File: config.mk
export PLATFORM = sky130hd
export DESIGN_NAME = motion_magnitude_tone_mapper_unit
export DESIGN_NICKNAME = d
export VERILOG_FILES = /design/src/rtl/mmtm_pkg.sv /design/src/rtl/mmtm_seq.sv /design/src/rtl/mmtm_datapath.sv /design/src/rtl/motion_magnitude_tone_mapper_unit.sv
export SDC_FILE = /design/constraint.sdc
export NUM_CORES = 2
export LEC_CHECK = 0
export BUFFER_PORTS_ARGS = -buffer_cell sky130_fd_sc_hd__buf_2
export CORE_ASPECT_RATIO = 0.8
export CORE_MARGIN = 2
export CORE_UTILIZATION = 50
export DETAILED_ROUTE_END_ITERATION = 7
export GPL_TIMING_DRIVEN = 0
export PLACE_DENSITY = 0.68
export SLEW_MARGIN = 20
export SYNTH_ARGS = -nofsm -noshare
export SYNTH_HDL_FRONTEND = slang
export SYNTH_SLANG_ARGS = --single-unit
File: constraint.sdc
create_clock -name clk -period 13.85 [get_ports clk]
set_clock_uncertainty 0.2 [all_clocks]
set_input_delay 0 -clock clk [delete_from_list [all_inputs] [get_ports clk]]
set_output_delay 0 -clock clk [all_outputs]
set_load 0.005 [all_outputs]
File: src/rtl/mmtm_pkg.sv
// Shared types, operation codes and arithmetic constants of the motion magnitude tone mapper.
package mmtm_pkg;

  localparam int AXIS_W     = 16;
  localparam int TONE_W     = 10;
  localparam int CFG_ADDR_W = 4;
  localparam int CFG_DATA_W = 32;

  localparam int AXIS_COUNT     = 6;
  localparam int AXES_PER_GROUP = 3;

  // Divide by 100: multiply by ceil(2^19 / 100), keep bits above 19.
  localparam logic [12:0] AXIS_RECIP = 13'd5243;
  localparam int          AXIS_SHIFT = 19;
  // Divide by 1500: multiply by ceil(2^31 / 1500), keep bits above 31.
  localparam logic [20:0] TONE_RECIP = 21'd1431656;
  localparam int          TONE_SHIFT = 31;
  // Divide by 1000: multiply by ceil(2^30 / 1000), keep bits above 30.
  localparam logic [20:0] MIX_RECIP  = 21'd1073742;
  localparam int          MIX_SHIFT  = 30;

  localparam logic [TONE_W-1:0] WEIGHT_FULL  = 10'd1000;
  localparam logic [TONE_W-1:0] TONE_RESET   = 10'd20;
  localparam logic [TONE_W-1:0] MIN_RESET    = 10'd20;
  localparam logic [TONE_W-1:0] MAX_RESET    = 10'd300;
  localparam logic [TONE_W-1:0] WEIGHT_RESET = 10'd200;

  // Highest power of four that the root loop starts from.
  localparam logic [18:0] ROOT_TOP = 19'h40000;

  typedef logic [3:0] op_t;

  localparam op_t OP_LOAD    = 4'd0;
  localparam op_t OP_DIVAX   = 4'd1;
  localparam op_t OP_SQAX    = 4'd2;
  localparam op_t OP_ACCUM   = 4'd3;
  localparam op_t OP_SQINIT  = 4'd4;
  localparam op_t OP_SQSTEP  = 4'd5;
  localparam op_t OP_MAGADD  = 4'd6;
  localparam op_t OP_SQSUM   = 4'd7;
  localparam op_t OP_DIVTONE = 4'd8;
  localparam op_t OP_CLAMP   = 4'd9;
  localparam op_t OP_MULNEW  = 4'd10;
  localparam op_t OP_MULOLD  = 4'd11;
  localparam op_t OP_MIXADD  = 4'd12;
  localparam op_t OP_DIVMIX  = 4'd13;
  localparam op_t OP_EMIT    = 4'd14;

  typedef struct packed {
    op_t  op;
    logic go;
  } ctrl_t;

  typedef struct packed {
    logic axis_more;
    logic root_more;
    logic group_more;
  } stat_t;

endpackage

File: src/rtl/mmtm_seq.sv
// Microcode sequencer: step counter, control ROM and jump logic.
module mmtm_seq (
  input  logic            clk,
  input  logic            rst,
  input  logic            in_valid,
  input  logic            out_valid,
  input  logic            out_ready,
  input  mmtm_pkg::stat_t stat,
  output mmtm_pkg::ctrl_t ctrl,
  output logic            in_ready
);
  import mmtm_pkg::*;

  typedef logic [2:0] cond_t;
  typedef logic [3:0] step_t;

  localparam cond_t JC_NEXT     = 3'd0;
  localparam cond_t JC_WAIT_IN  = 3'd1;
  localparam cond_t JC_AXIS     = 3'd2;
  localparam cond_t JC_ROOT     = 3'd3;
  localparam cond_t JC_GROUP    = 3'd4;
  localparam cond_t JC_WAIT_OUT = 3'd5;

  localparam step_t ST_IDLE = 4'd0;
  localparam step_t ST_AXIS = 4'd1;
  localparam step_t ST_ROOT = 4'd5;
  localparam step_t ST_EMIT = 4'd14;

  typedef struct packed {
    op_t   op;
    cond_t cond;
    step_t target;
    logic  wrap;
  } cw_t;

  function automatic cw_t rom(input step_t step);
    cw_t cw;
    unique case (step)
      4'd0:    cw = '{OP_LOAD,    JC_WAIT_IN,  ST_IDLE, 1'b0};
      4'd1:    cw = '{OP_DIVAX,   JC_NEXT,     ST_IDLE, 1'b0};
      4'd2:    cw = '{OP_SQAX,    JC_NEXT,     ST_IDLE, 1'b0};
      4'd3:    cw = '{OP_ACCUM,   JC_AXIS,     ST_AXIS, 1'b0};
      4'd4:    cw = '{OP_SQINIT,  JC_NEXT,     ST_IDLE, 1'b0};
      4'd5:    cw = '{OP_SQSTEP,  JC_ROOT,     ST_ROOT, 1'b0};
      4'd6:    cw = '{OP_MAGADD,  JC_GROUP,    ST_AXIS, 1'b0};
      4'd7:    cw = '{OP_SQSUM,   JC_NEXT,     ST_IDLE, 1'b0};
      4'd8:    cw = '{OP_DIVTONE, JC_NEXT,     ST_IDLE, 1'b0};
      4'd9:    cw = '{OP_CLAMP,   JC_NEXT,     ST_IDLE, 1'b0};
      4'd10:   cw = '{OP_MULNEW,  JC_NEXT,     ST_IDLE, 1'b0};
      4'd11:   cw = '{OP_MULOLD,  JC_NEXT,     ST_IDLE, 1'b0};
      4'd12:   cw = '{OP_MIXADD,  JC_NEXT,     ST_IDLE, 1'b0};
      4'd13:   cw = '{OP_DIVMIX,  JC_NEXT,     ST_IDLE, 1'b0};
      4'd14:   cw = '{OP_EMIT,    JC_WAIT_OUT, ST_EMIT, 1'b1};
      default: cw = '{OP_LOAD,    JC_WAIT_IN,  ST_IDLE, 1'b0};
    endcase
    return cw;
  endfunction

  step_t pc;
  step_t pc_next;
  cw_t   cw;
  logic  hit;
  logic  waiting;

  assign cw = rom(pc);

  always_comb begin
    case (cw.cond)
      JC_WAIT_IN:  hit = !in_valid;
      JC_AXIS:     hit = stat.axis_more;
      JC_ROOT:     hit = stat.root_more;
      JC_GROUP:    hit = stat.group_more;
      JC_WAIT_OUT: hit = out_valid && !out_ready;
      default:     hit = 1'b0;
    endcase
  end

  // A wait step that hits holds its step and suppresses its action.
  assign waiting = (cw.cond == JC_WAIT_IN || cw.cond == JC_WAIT_OUT) && hit;

  always_comb begin
    if (hit) begin
      pc_next = cw.target;
    end else if (cw.wrap) begin
      pc_next = ST_IDLE;
    end else begin
      pc_next = pc + 4'd1;
    end
  end

  always_ff @(posedge clk) begin
    if (rst) begin
      pc <= ST_IDLE;
    end else begin
      pc <= pc_next;
    end
  end

  assign ctrl.op  = cw.op;
  assign ctrl.go  = !waiting;
  assign in_ready = (cw.op == OP_LOAD);

endmodule

File: src/rtl/mmtm_datapath.sv
// Datapath: sample registers, shared multiplier, root unit, clamp and smoothing registers.
module mmtm_datapath (
  input  logic                                clk,
  input  logic                                rst,
  input  mmtm_pkg::ctrl_t                     ctrl,
  output mmtm_pkg::stat_t                     stat,
  input  logic signed [mmtm_pkg::AXIS_W-1:0]  accel_x,
  input  logic signed [mmtm_pkg::AXIS_W-1:0]  accel_y,
  input  logic signed [mmtm_pkg::AXIS_W-1:0]  accel_z,
  input  logic signed [mmtm_pkg::AXIS_W-1:0]  gyro_x,
  input  logic signed [mmtm_pkg::AXIS_W-1:0]  gyro_y,
  input  logic signed [mmtm_pkg::AXIS_W-1:0]  gyro_z,
  input  logic        [mmtm_pkg::TONE_W-1:0]  min_tone,
  input  logic        [mmtm_pkg::TONE_W-1:0]  max_tone,
  input  logic        [mmtm_pkg::TONE_W-1:0]  smoothing_permille,
  output logic        [mmtm_pkg::TONE_W-1:0]  smoothed_tone
);
  import mmtm_pkg::*;

  logic signed [AXIS_W-1:0] ax [0:AXIS_COUNT-1];
  logic [2:0]               idx;
  logic [41:0]              prod;
  logic [41:0]              prod_next;
  logic [20:0]              mul_a;
  logic [20:0]              mul_b;
  logic [18:0]              acc;
  logic [18:0]              rad;
  logic [18:0]              res;
  logic [18:0]              bitm;
  logic [10:0]              mag_sum;
  logic [TONE_W-1:0]        clamped;
  logic [TONE_W-1:0]        weight_eff;
  logic [TONE_W-1:0]        tone_mem;
  logic [19:0]              blend;

  logic signed [AXIS_W-1:0] ax_sel;
  logic [AXIS_W:0]          ax_ext;
  logic [AXIS_W:0]          ax_mag;
  logic [8:0]               axis_q;
  logic [19:0]              trial;
  logic                     fits;
  logic [TONE_W-1:0]        raw;
  logic [TONE_W-1:0]        clamp_val;
  logic [TONE_W-1:0]        weight_sat;

  assign ax_sel = ax[idx];
  assign ax_ext = {ax_sel[AXIS_W-1], ax_sel};
  assign ax_mag = ax_sel[AXIS_W-1] ? ((AXIS_W+1)'(0) - ax_ext) : ax_ext;
  assign axis_q = prod[AXIS_SHIFT+8:AXIS_SHIFT];

  assign trial = {1'b0, res} + {1'b0, bitm};
  assign fits  = ({1'b0, rad} >= trial);

  assign raw = prod[TONE_SHIFT+TONE_W-1:TONE_SHIFT];

  always_comb begin
    if (raw < min_tone) begin
      clamp_val = min_tone;
    end else if (raw > max_tone) begin
      clamp_val = max_tone;
    end else begin
      clamp_val = raw;
    end
  end

  assign weight_sat = (smoothing_permille > WEIGHT_FULL) ? WEIGHT_FULL : smoothing_permille;

  // Operand select for the one shared multiplier.
  always_comb begin
    case (ctrl.op)
      OP_DIVAX: begin
        mul_a = 21'(ax_mag);
        mul_b = 21'(AXIS_RECIP);
      end
      OP_SQAX: begin
        mul_a = 21'(axis_q);
        mul_b = 21'(axis_q);
      end
      OP_SQSUM: begin
        mul_a = 21'(mag_sum);
        mul_b = 21'(mag_sum);
      end
      OP_DIVTONE: begin
        mul_a = prod[20:0];
        mul_b = TONE_RECIP;
      end
      OP_MULNEW: begin
        mul_a = 21'(clamped);
        mul_b = 21'(weight_eff);
      end
      OP_MULOLD: begin
        mul_a = 21'(tone_mem);
        mul_b = 21'(WEIGHT_FULL - weight_eff);
      end
      OP_DIVMIX: begin
        mul_a = 21'(blend);
        mul_b = MIX_RECIP;
      end
      default: begin
        mul_a = '0;
        mul_b = '0;
      end
    endcase
  end

  assign prod_next = mul_a * mul_b;

  always_ff @(posedge clk) begin
    if (ctrl.go) begin
      case (ctrl.op) inside
        OP_LOAD: begin
          ax[0]   <= accel_x;
          ax[1]   <= accel_y;
          ax[2]   <= accel_z;
          ax[3]   <= gyro_x;
          ax[4]   <= gyro_y;
          ax[5]   <= gyro_z;
          idx     <= '0;
          acc     <= '0;
          mag_sum <= '0;
        end
        OP_DIVAX, OP_SQAX, OP_SQSUM, OP_DIVTONE, OP_MULNEW, OP_DIVMIX: begin
          prod <= prod_next;
        end
        OP_ACCUM: begin
          acc <= acc + {1'b0, prod[17:0]};
          idx <= idx + 3'd1;
        end
        OP_SQINIT: begin
          rad  <= acc;
          res  <= '0;
          bitm <= ROOT_TOP;
          acc  <= '0;
        end
        OP_SQSTEP: begin
          if (fits) begin
            rad <= rad - trial[18:0];
            res <= (res >> 1) + bitm;
          end else begin
            res <= res >> 1;
          end
          bitm <= bitm >> 2;
        end
        OP_MAGADD: begin
          mag_sum <= mag_sum + {1'b0, res[9:0]};
        end
        OP_CLAMP: begin
          clamped    <= clamp_val;
          weight_eff <= weight_sat;
        end
        OP_MULOLD: begin
          blend <= prod[19:0];
          prod  <= prod_next;
        end
        OP_MIXADD: begin
          blend <= blend + prod[19:0];
        end
        default: begin
        end
      endcase
    end
  end

  // Stored tone doubles as the output register; it only moves when the output is free.
  always_ff @(posedge clk) begin
    if (rst) begin
      tone_mem <= TONE_RESET;
    end else if (ctrl.go && ctrl.op == OP_EMIT) begin
      tone_mem <= prod[MIX_SHIFT+TONE_W-1:MIX_SHIFT];
    end
  end

  assign stat.axis_more  = (idx != 3'(AXES_PER_GROUP - 1)) && (idx != 3'(AXIS_COUNT - 1));
  assign stat.root_more  = !bitm[0];
  assign stat.group_more = (idx != 3'(AXIS_COUNT));

  assign smoothed_tone = tone_mem;

endmodule

File: src/rtl/motion_magnitude_tone_mapper_unit.sv
// Top level of the motion magnitude tone mapper: config registers, sequencer and datapath.
// One item is in work at a time: a new one is taken only at the load step of the microcode
// program, which runs three steps per axis (divide by 100, square, accumulate), and each of
// the two square roots repeats the root step once for each of its ten result bits.
// The next item is taken while a finished result still waits on out_ready.
// Reset: min_tone 20, max_tone 300, smoothing_permille 200, stored tone 20, output empty.
module motion_magnitude_tone_mapper_unit (
  input  logic                                  clk,
  input  logic                                  rst,
  input  logic signed [mmtm_pkg::AXIS_W-1:0]    accel_x,
  input  logic signed [mmtm_pkg::AXIS_W-1:0]    accel_y,
  input  logic signed [mmtm_pkg::AXIS_W-1:0]    accel_z,
  input  logic signed [mmtm_pkg::AXIS_W-1:0]    gyro_x,
  input  logic signed [mmtm_pkg::AXIS_W-1:0]    gyro_y,
  input  logic signed [mmtm_pkg::AXIS_W-1:0]    gyro_z,
  input  logic                                  in_valid,
  output logic                                  in_ready,
  output logic        [mmtm_pkg::TONE_W-1:0]    smoothed_tone,
  output logic                                  out_valid,
  input  logic                                  out_ready,
  input  logic                                  psel,
  input  logic                                  penable,
  input  logic                                  pwrite,
  input  logic        [mmtm_pkg::CFG_ADDR_W-1:0] paddr,
  input  logic        [mmtm_pkg::CFG_DATA_W-1:0] pwdata,
  output logic        [mmtm_pkg::CFG_DATA_W-1:0] prdata,
  output logic                                  pready
);
  import mmtm_pkg::*;

  typedef logic [CFG_ADDR_W-3:0] reg_idx_t;

  localparam reg_idx_t REG_MIN_TONE  = 2'd0;
  localparam reg_idx_t REG_MAX_TONE  = 2'd1;
  localparam reg_idx_t REG_SMOOTHING = 2'd2;

  logic [TONE_W-1:0] min_tone;
  logic [TONE_W-1:0] max_tone;
  logic [TONE_W-1:0] smoothing_permille;
  reg_idx_t          reg_idx;
  logic              cfg_wr;

  ctrl_t ctrl;
  stat_t stat;

  // Configuration port: zero wait states, word addresses.
  assign pready  = 1'b1;
  assign reg_idx = paddr[CFG_ADDR_W-1:2];
  assign cfg_wr  = psel && penable && pwrite;

  always_ff @(posedge clk) begin
    if (rst) begin
      min_tone           <= MIN_RESET;
      max_tone           <= MAX_RESET;
      smoothing_permille <= WEIGHT_RESET;
    end else if (cfg_wr) begin
      unique case (reg_idx)
        REG_MIN_TONE:  min_tone           <= pwdata[TONE_W-1:0];
        REG_MAX_TONE:  max_tone           <= pwdata[TONE_W-1:0];
        REG_SMOOTHING: smoothing_permille <= pwdata[TONE_W-1:0];
        default: begin
        end
      endcase
    end
  end

  always_comb begin
    unique case (reg_idx)
      REG_MIN_TONE:  prdata = CFG_DATA_W'(min_tone);
      REG_MAX_TONE:  prdata = CFG_DATA_W'(max_tone);
      REG_SMOOTHING: prdata = CFG_DATA_W'(smoothing_permille);
      default:       prdata = '0;
    endcase
  end

  // Step counter and control ROM; waits at the load step for an item and at the
  // emit step while the previous result is still held.
  mmtm_seq u_seq (
    .clk       (clk),
    .rst       (rst),
    .in_valid  (in_valid),
    .out_valid (out_valid),
    .out_ready (out_ready),
    .stat      (stat),
    .ctrl      (ctrl),
    .in_ready  (in_ready)
  );

  // Arithmetic: divide by 100, squares, roots, tone scaling, clamp and smoothing.
  mmtm_datapath u_dp (
    .clk                (clk),
    .rst                (rst),
    .ctrl               (ctrl),
    .stat               (stat),
    .accel_x            (accel_x),
    .accel_y            (accel_y),
    .accel_z            (accel_z),
    .gyro_x             (gyro_x),
    .gyro_y             (gyro_y),
    .gyro_z             (gyro_z),
    .min_tone           (min_tone),
    .max_tone           (max_tone),
    .smoothing_permille (smoothing_permille),
    .smoothed_tone      (smoothed_tone)
  );

  // Output valid: set when the emit step fires, drop once the item is taken.
  always_ff @(posedge clk) begin
    if (rst) begin
      out_valid <= 1'b0;
    end else if (ctrl.go && ctrl.op == OP_EMIT) begin
      out_valid <= 1'b1;
    end else if (out_ready) begin
      out_valid <= 1'b0;
    end
  end

endmodule

==> flow_summary.toml <==
[setup_path]
crit_type = "register to register"
critPathSlowestCell = "xor2_1"
end_kind = "register"
regToRegEndpoint = "u_dp.prod[39]"
crit_path_start_kind = "register"
r2r_cells = 36
crit_path_frequent_cell = "fa_1"
critPathMaxStageDelay_ns = 0.66
cp.required_ns = 14.01
crit_fanout = 10
crit_arrival_ns = 11.79
worst-r2r-setup-slack_ns = 2.22

[global_routing]
grt_use_total_pct = 27.90
antenna_found_initial = 2
grt_first_pass_wirelength_um = 141100
grt_pass1_vias = 24899
grt_overflow_total = 0
grt_start_max_net_pins = 26

[route]
drt-vias-per-instance = 5.524
final_antenna_net_count = 0
drc_errors = 0
wl_um = 90040
dr.first_iter.drc_count = 2770
vias = 24875
drt-pass1-iter-count = 6
routedWlPerCell_um = 20.00

[logic_synthesis]
synth.area.top_cells = "edfxtp_1 (25%), fa_1 (23%), ha_1 (11%), inv_1 (6.4%), nand2_1 (3.7%)"
synth_flop_cell = "edfxtp_1"
synthArstFlopShare_pct = 0
synth_edf_count = 256
yosysMostFrequentCell = "inv_1"
yosysWarnings = 0
synth_area_um2 = 31290
synth_top_cell_area_share_pct = 24.57
synth_seq_cells = 314
ys_types = 84
syn_avg_cell_area_um2 = 9.921
synth_top_cell_by_area = "edfxtp_1"
syn_inst = 3154
yosysSeqAreaShare_pct = 28.28
yosys-top-cells-count = "inv_1 (530), fa_1 (361), nand2_1 (311), ha_1 (263), edfxtp_1 (256)"

[final_layout]
antenna_cells = 0
syn2layout_area_growth_pct = 18.14
fin_area_um2 = 36970
n_fill_cell = 5128
layout.nets = 4413
drive_above_1_share_pct = 8.086

[status]
status = "finished, final reports clean"

[min_path]
holdPathEnd = "min_tone[3]"
hp-start = "pwdata[3]"
hp-class = "primary input to register"
min_path_cells = 4

[power_and_ir_drop]
powerDensity_nw_per_um2 = 179.5
leakage_nw = 16.89
ir_drop_mv = 0.2049

[clock_network]
clk_pin_slew_worst_paths_ns = 0.08
post-cts-setup-buffers = 0
clock_sinks = 314
cts.path.max_buffers = 3
clkLatencyLatePin_ns = 0.62
hold_buffers = 230
cts_tree = "built"
h-tree-depth = 1
cts.repair.resized = 0
clockRootBuffer = "clkbuf_16"
numCtsBuffers = 30

[timing]
maxSlewHeadroom_pct = 19.87
setup_viol = 0
rsz0062_at_grt = "no"
worst_pin_slew_ns = 1.189
finalCritPeriodShare_pct = 83.97
whs_ns = 0.009039
slew_viol_final = 0
fmax_mhz = 85.98
hold_viol_final = 0
fin_setup_tns_ns = 0
fin_crit_ns = 11.63

[floorplanning]
start_util_pct = 50.86
die_h_um = 227.8
core_um2 = 61520
ioPinCount = 184
die_x_um = 283.7
fp-row-count = 81
die_area_um2 = 64610

[placement]
port_buffers = 135
hpwl_um = 69450
place_congestion = 1.004
placed_cell_area_um2 = 33630

[job]
maxCapViolCount = 0
## where the power goes
| group | internal [mW] | switching [mW] |
|---|---|---|
| clock | 0.494 | 0.399 |
| sequential | 1.37 | 0.199 |
| combinational | 1.64 | 2.53 |
## layout by cell type (no fill, tap or decap), types with 14 or more instances in the layout
cell / n
fa_1: 361
a211o_1: 14
a21o_1: 51
nand2_1: 311
ha_1: 263
mux2i_1: 74
inv_1: 530
o21bai_1: 16
a22oi_1: 28
clkbuf_16: 30
nand3_1: 28
edfxtp_1: 256
xnor2_1: 69
mux4_2: 16
nor2b_1: 28
buf_2: 145
xor2_1: 64
o21a_1: 15
dfxtp_1: 58
nand2b_1: 26
and3_1: 14
a211oi_1: 24
and2_1: 38
nor3_1: 38
nand4_1: 17
a21oi_1: 157
clkbuf_1: 65
a21boi_0: 14
nor2_1: 237
conb_1: 84
a31oi_1: 26
or3_1: 19
o21ai_0: 127
buf_4: 30
dlygate4sd3_1: 230
## state kept, by name, summed over array words and instances (netlist names), 3 cells and up, named ones only
register / cells
max_tone: 10
min_tone: 10
smoothing_permille: 10
u_dp.acc: 19
u_dp.ax: 96
u_dp.bitm: 10
u_dp.blend: 20
u_dp.clamped: 10
u_dp.idx: 3
u_dp.mag_sum: 11
u_dp.prod: 39
u_dp.rad: 19
u_dp.res: 19
u_dp.smoothed_tone: 10
u_dp.weight_eff: 10
u_seq.cw: 10
u_seq.pc: 4
## metal layers
layer  global-route usage, %  part of all wire (%)
met4                   8.399                   3.6
met5                       0                     0
met3                   5.934                   9.8
met1                   40.73                    44
met2                   41.74                    43
## cells by family (layout without fill, tap and decap cells)
kind of cell    after synthesis  count (layout)  share of synthesized area, %
simple gates                803             803                         11.52
buf+inv                     641            1078                         8.125
fa+ha+maj                   624             624                         33.61
compound gates              544             544                         11.04
flops                       314             314                         28.28
xor+xnor                    134             134                         3.811
mux                          92              92                         3.591
other cells                   2              84                       0.02400
## area by class of cell
class / instances / area (µm²) / share of cell area (%)
inverter: 532 / 1997 / 5.402
sequential: 314 / 8848 / 23.94
buffer: 109 / 545.5 / 1.476
clock inverter: 21 / 264.0 / 0.7142
multi-input combinational: 2281 / 20290 / 54.89
tap: 830 / 1039 / 2.809
timing repair buffer: 382 / 3216 / 8.699
clock buffer: 34 / 765.7 / 2.071
## how the worst max path moves through the flow
| stage | cells past startpoint | startpoint | slack, ns | to |
|---|---|---|---|---|
| after floorplan | 38 | register | 5.02 | u_dp.prod[36] |
| after global placement | 36 | register | 2.87 | u_dp.prod[39] |
| after detailed placement | 36 | register | 2.78 | u_dp.prod[39] |
| after CTS | 36 | register | 2.76 | u_dp.prod[39] |
| after global routing | 36 | register | 1.82 | u_dp.prod[39] |
| final | 36 | register | 2.22 | u_dp.prod[39] |
## through the flow
stage               worst slack (ns)  power [mW]  cells  util [%]
floorplan                      5.016       4.416   3236         -
global placement               2.865       5.509   4201     54.15
detailed placement             2.777       5.594   4218     54.67
CTS                            2.759       6.533   4503     60.09
global route                   1.820       7.142   4503     60.09
finish                         2.220       6.634   4503     60.09
## worst max-delay path, delay by kind of cell (launching register included)
kind	cells	cell delay, ns
flip-flops	1	0.31
XOR/XNOR	2	0.76
AND/OR/NAND/NOR	5	1.08
AO/OA/AOI/OAI	10	2.85
buffers and inverters	10	2.03
adder cells (fa/ha/maj)	9	4.12
No activity file was read; power rests on OpenSTA's default activity.
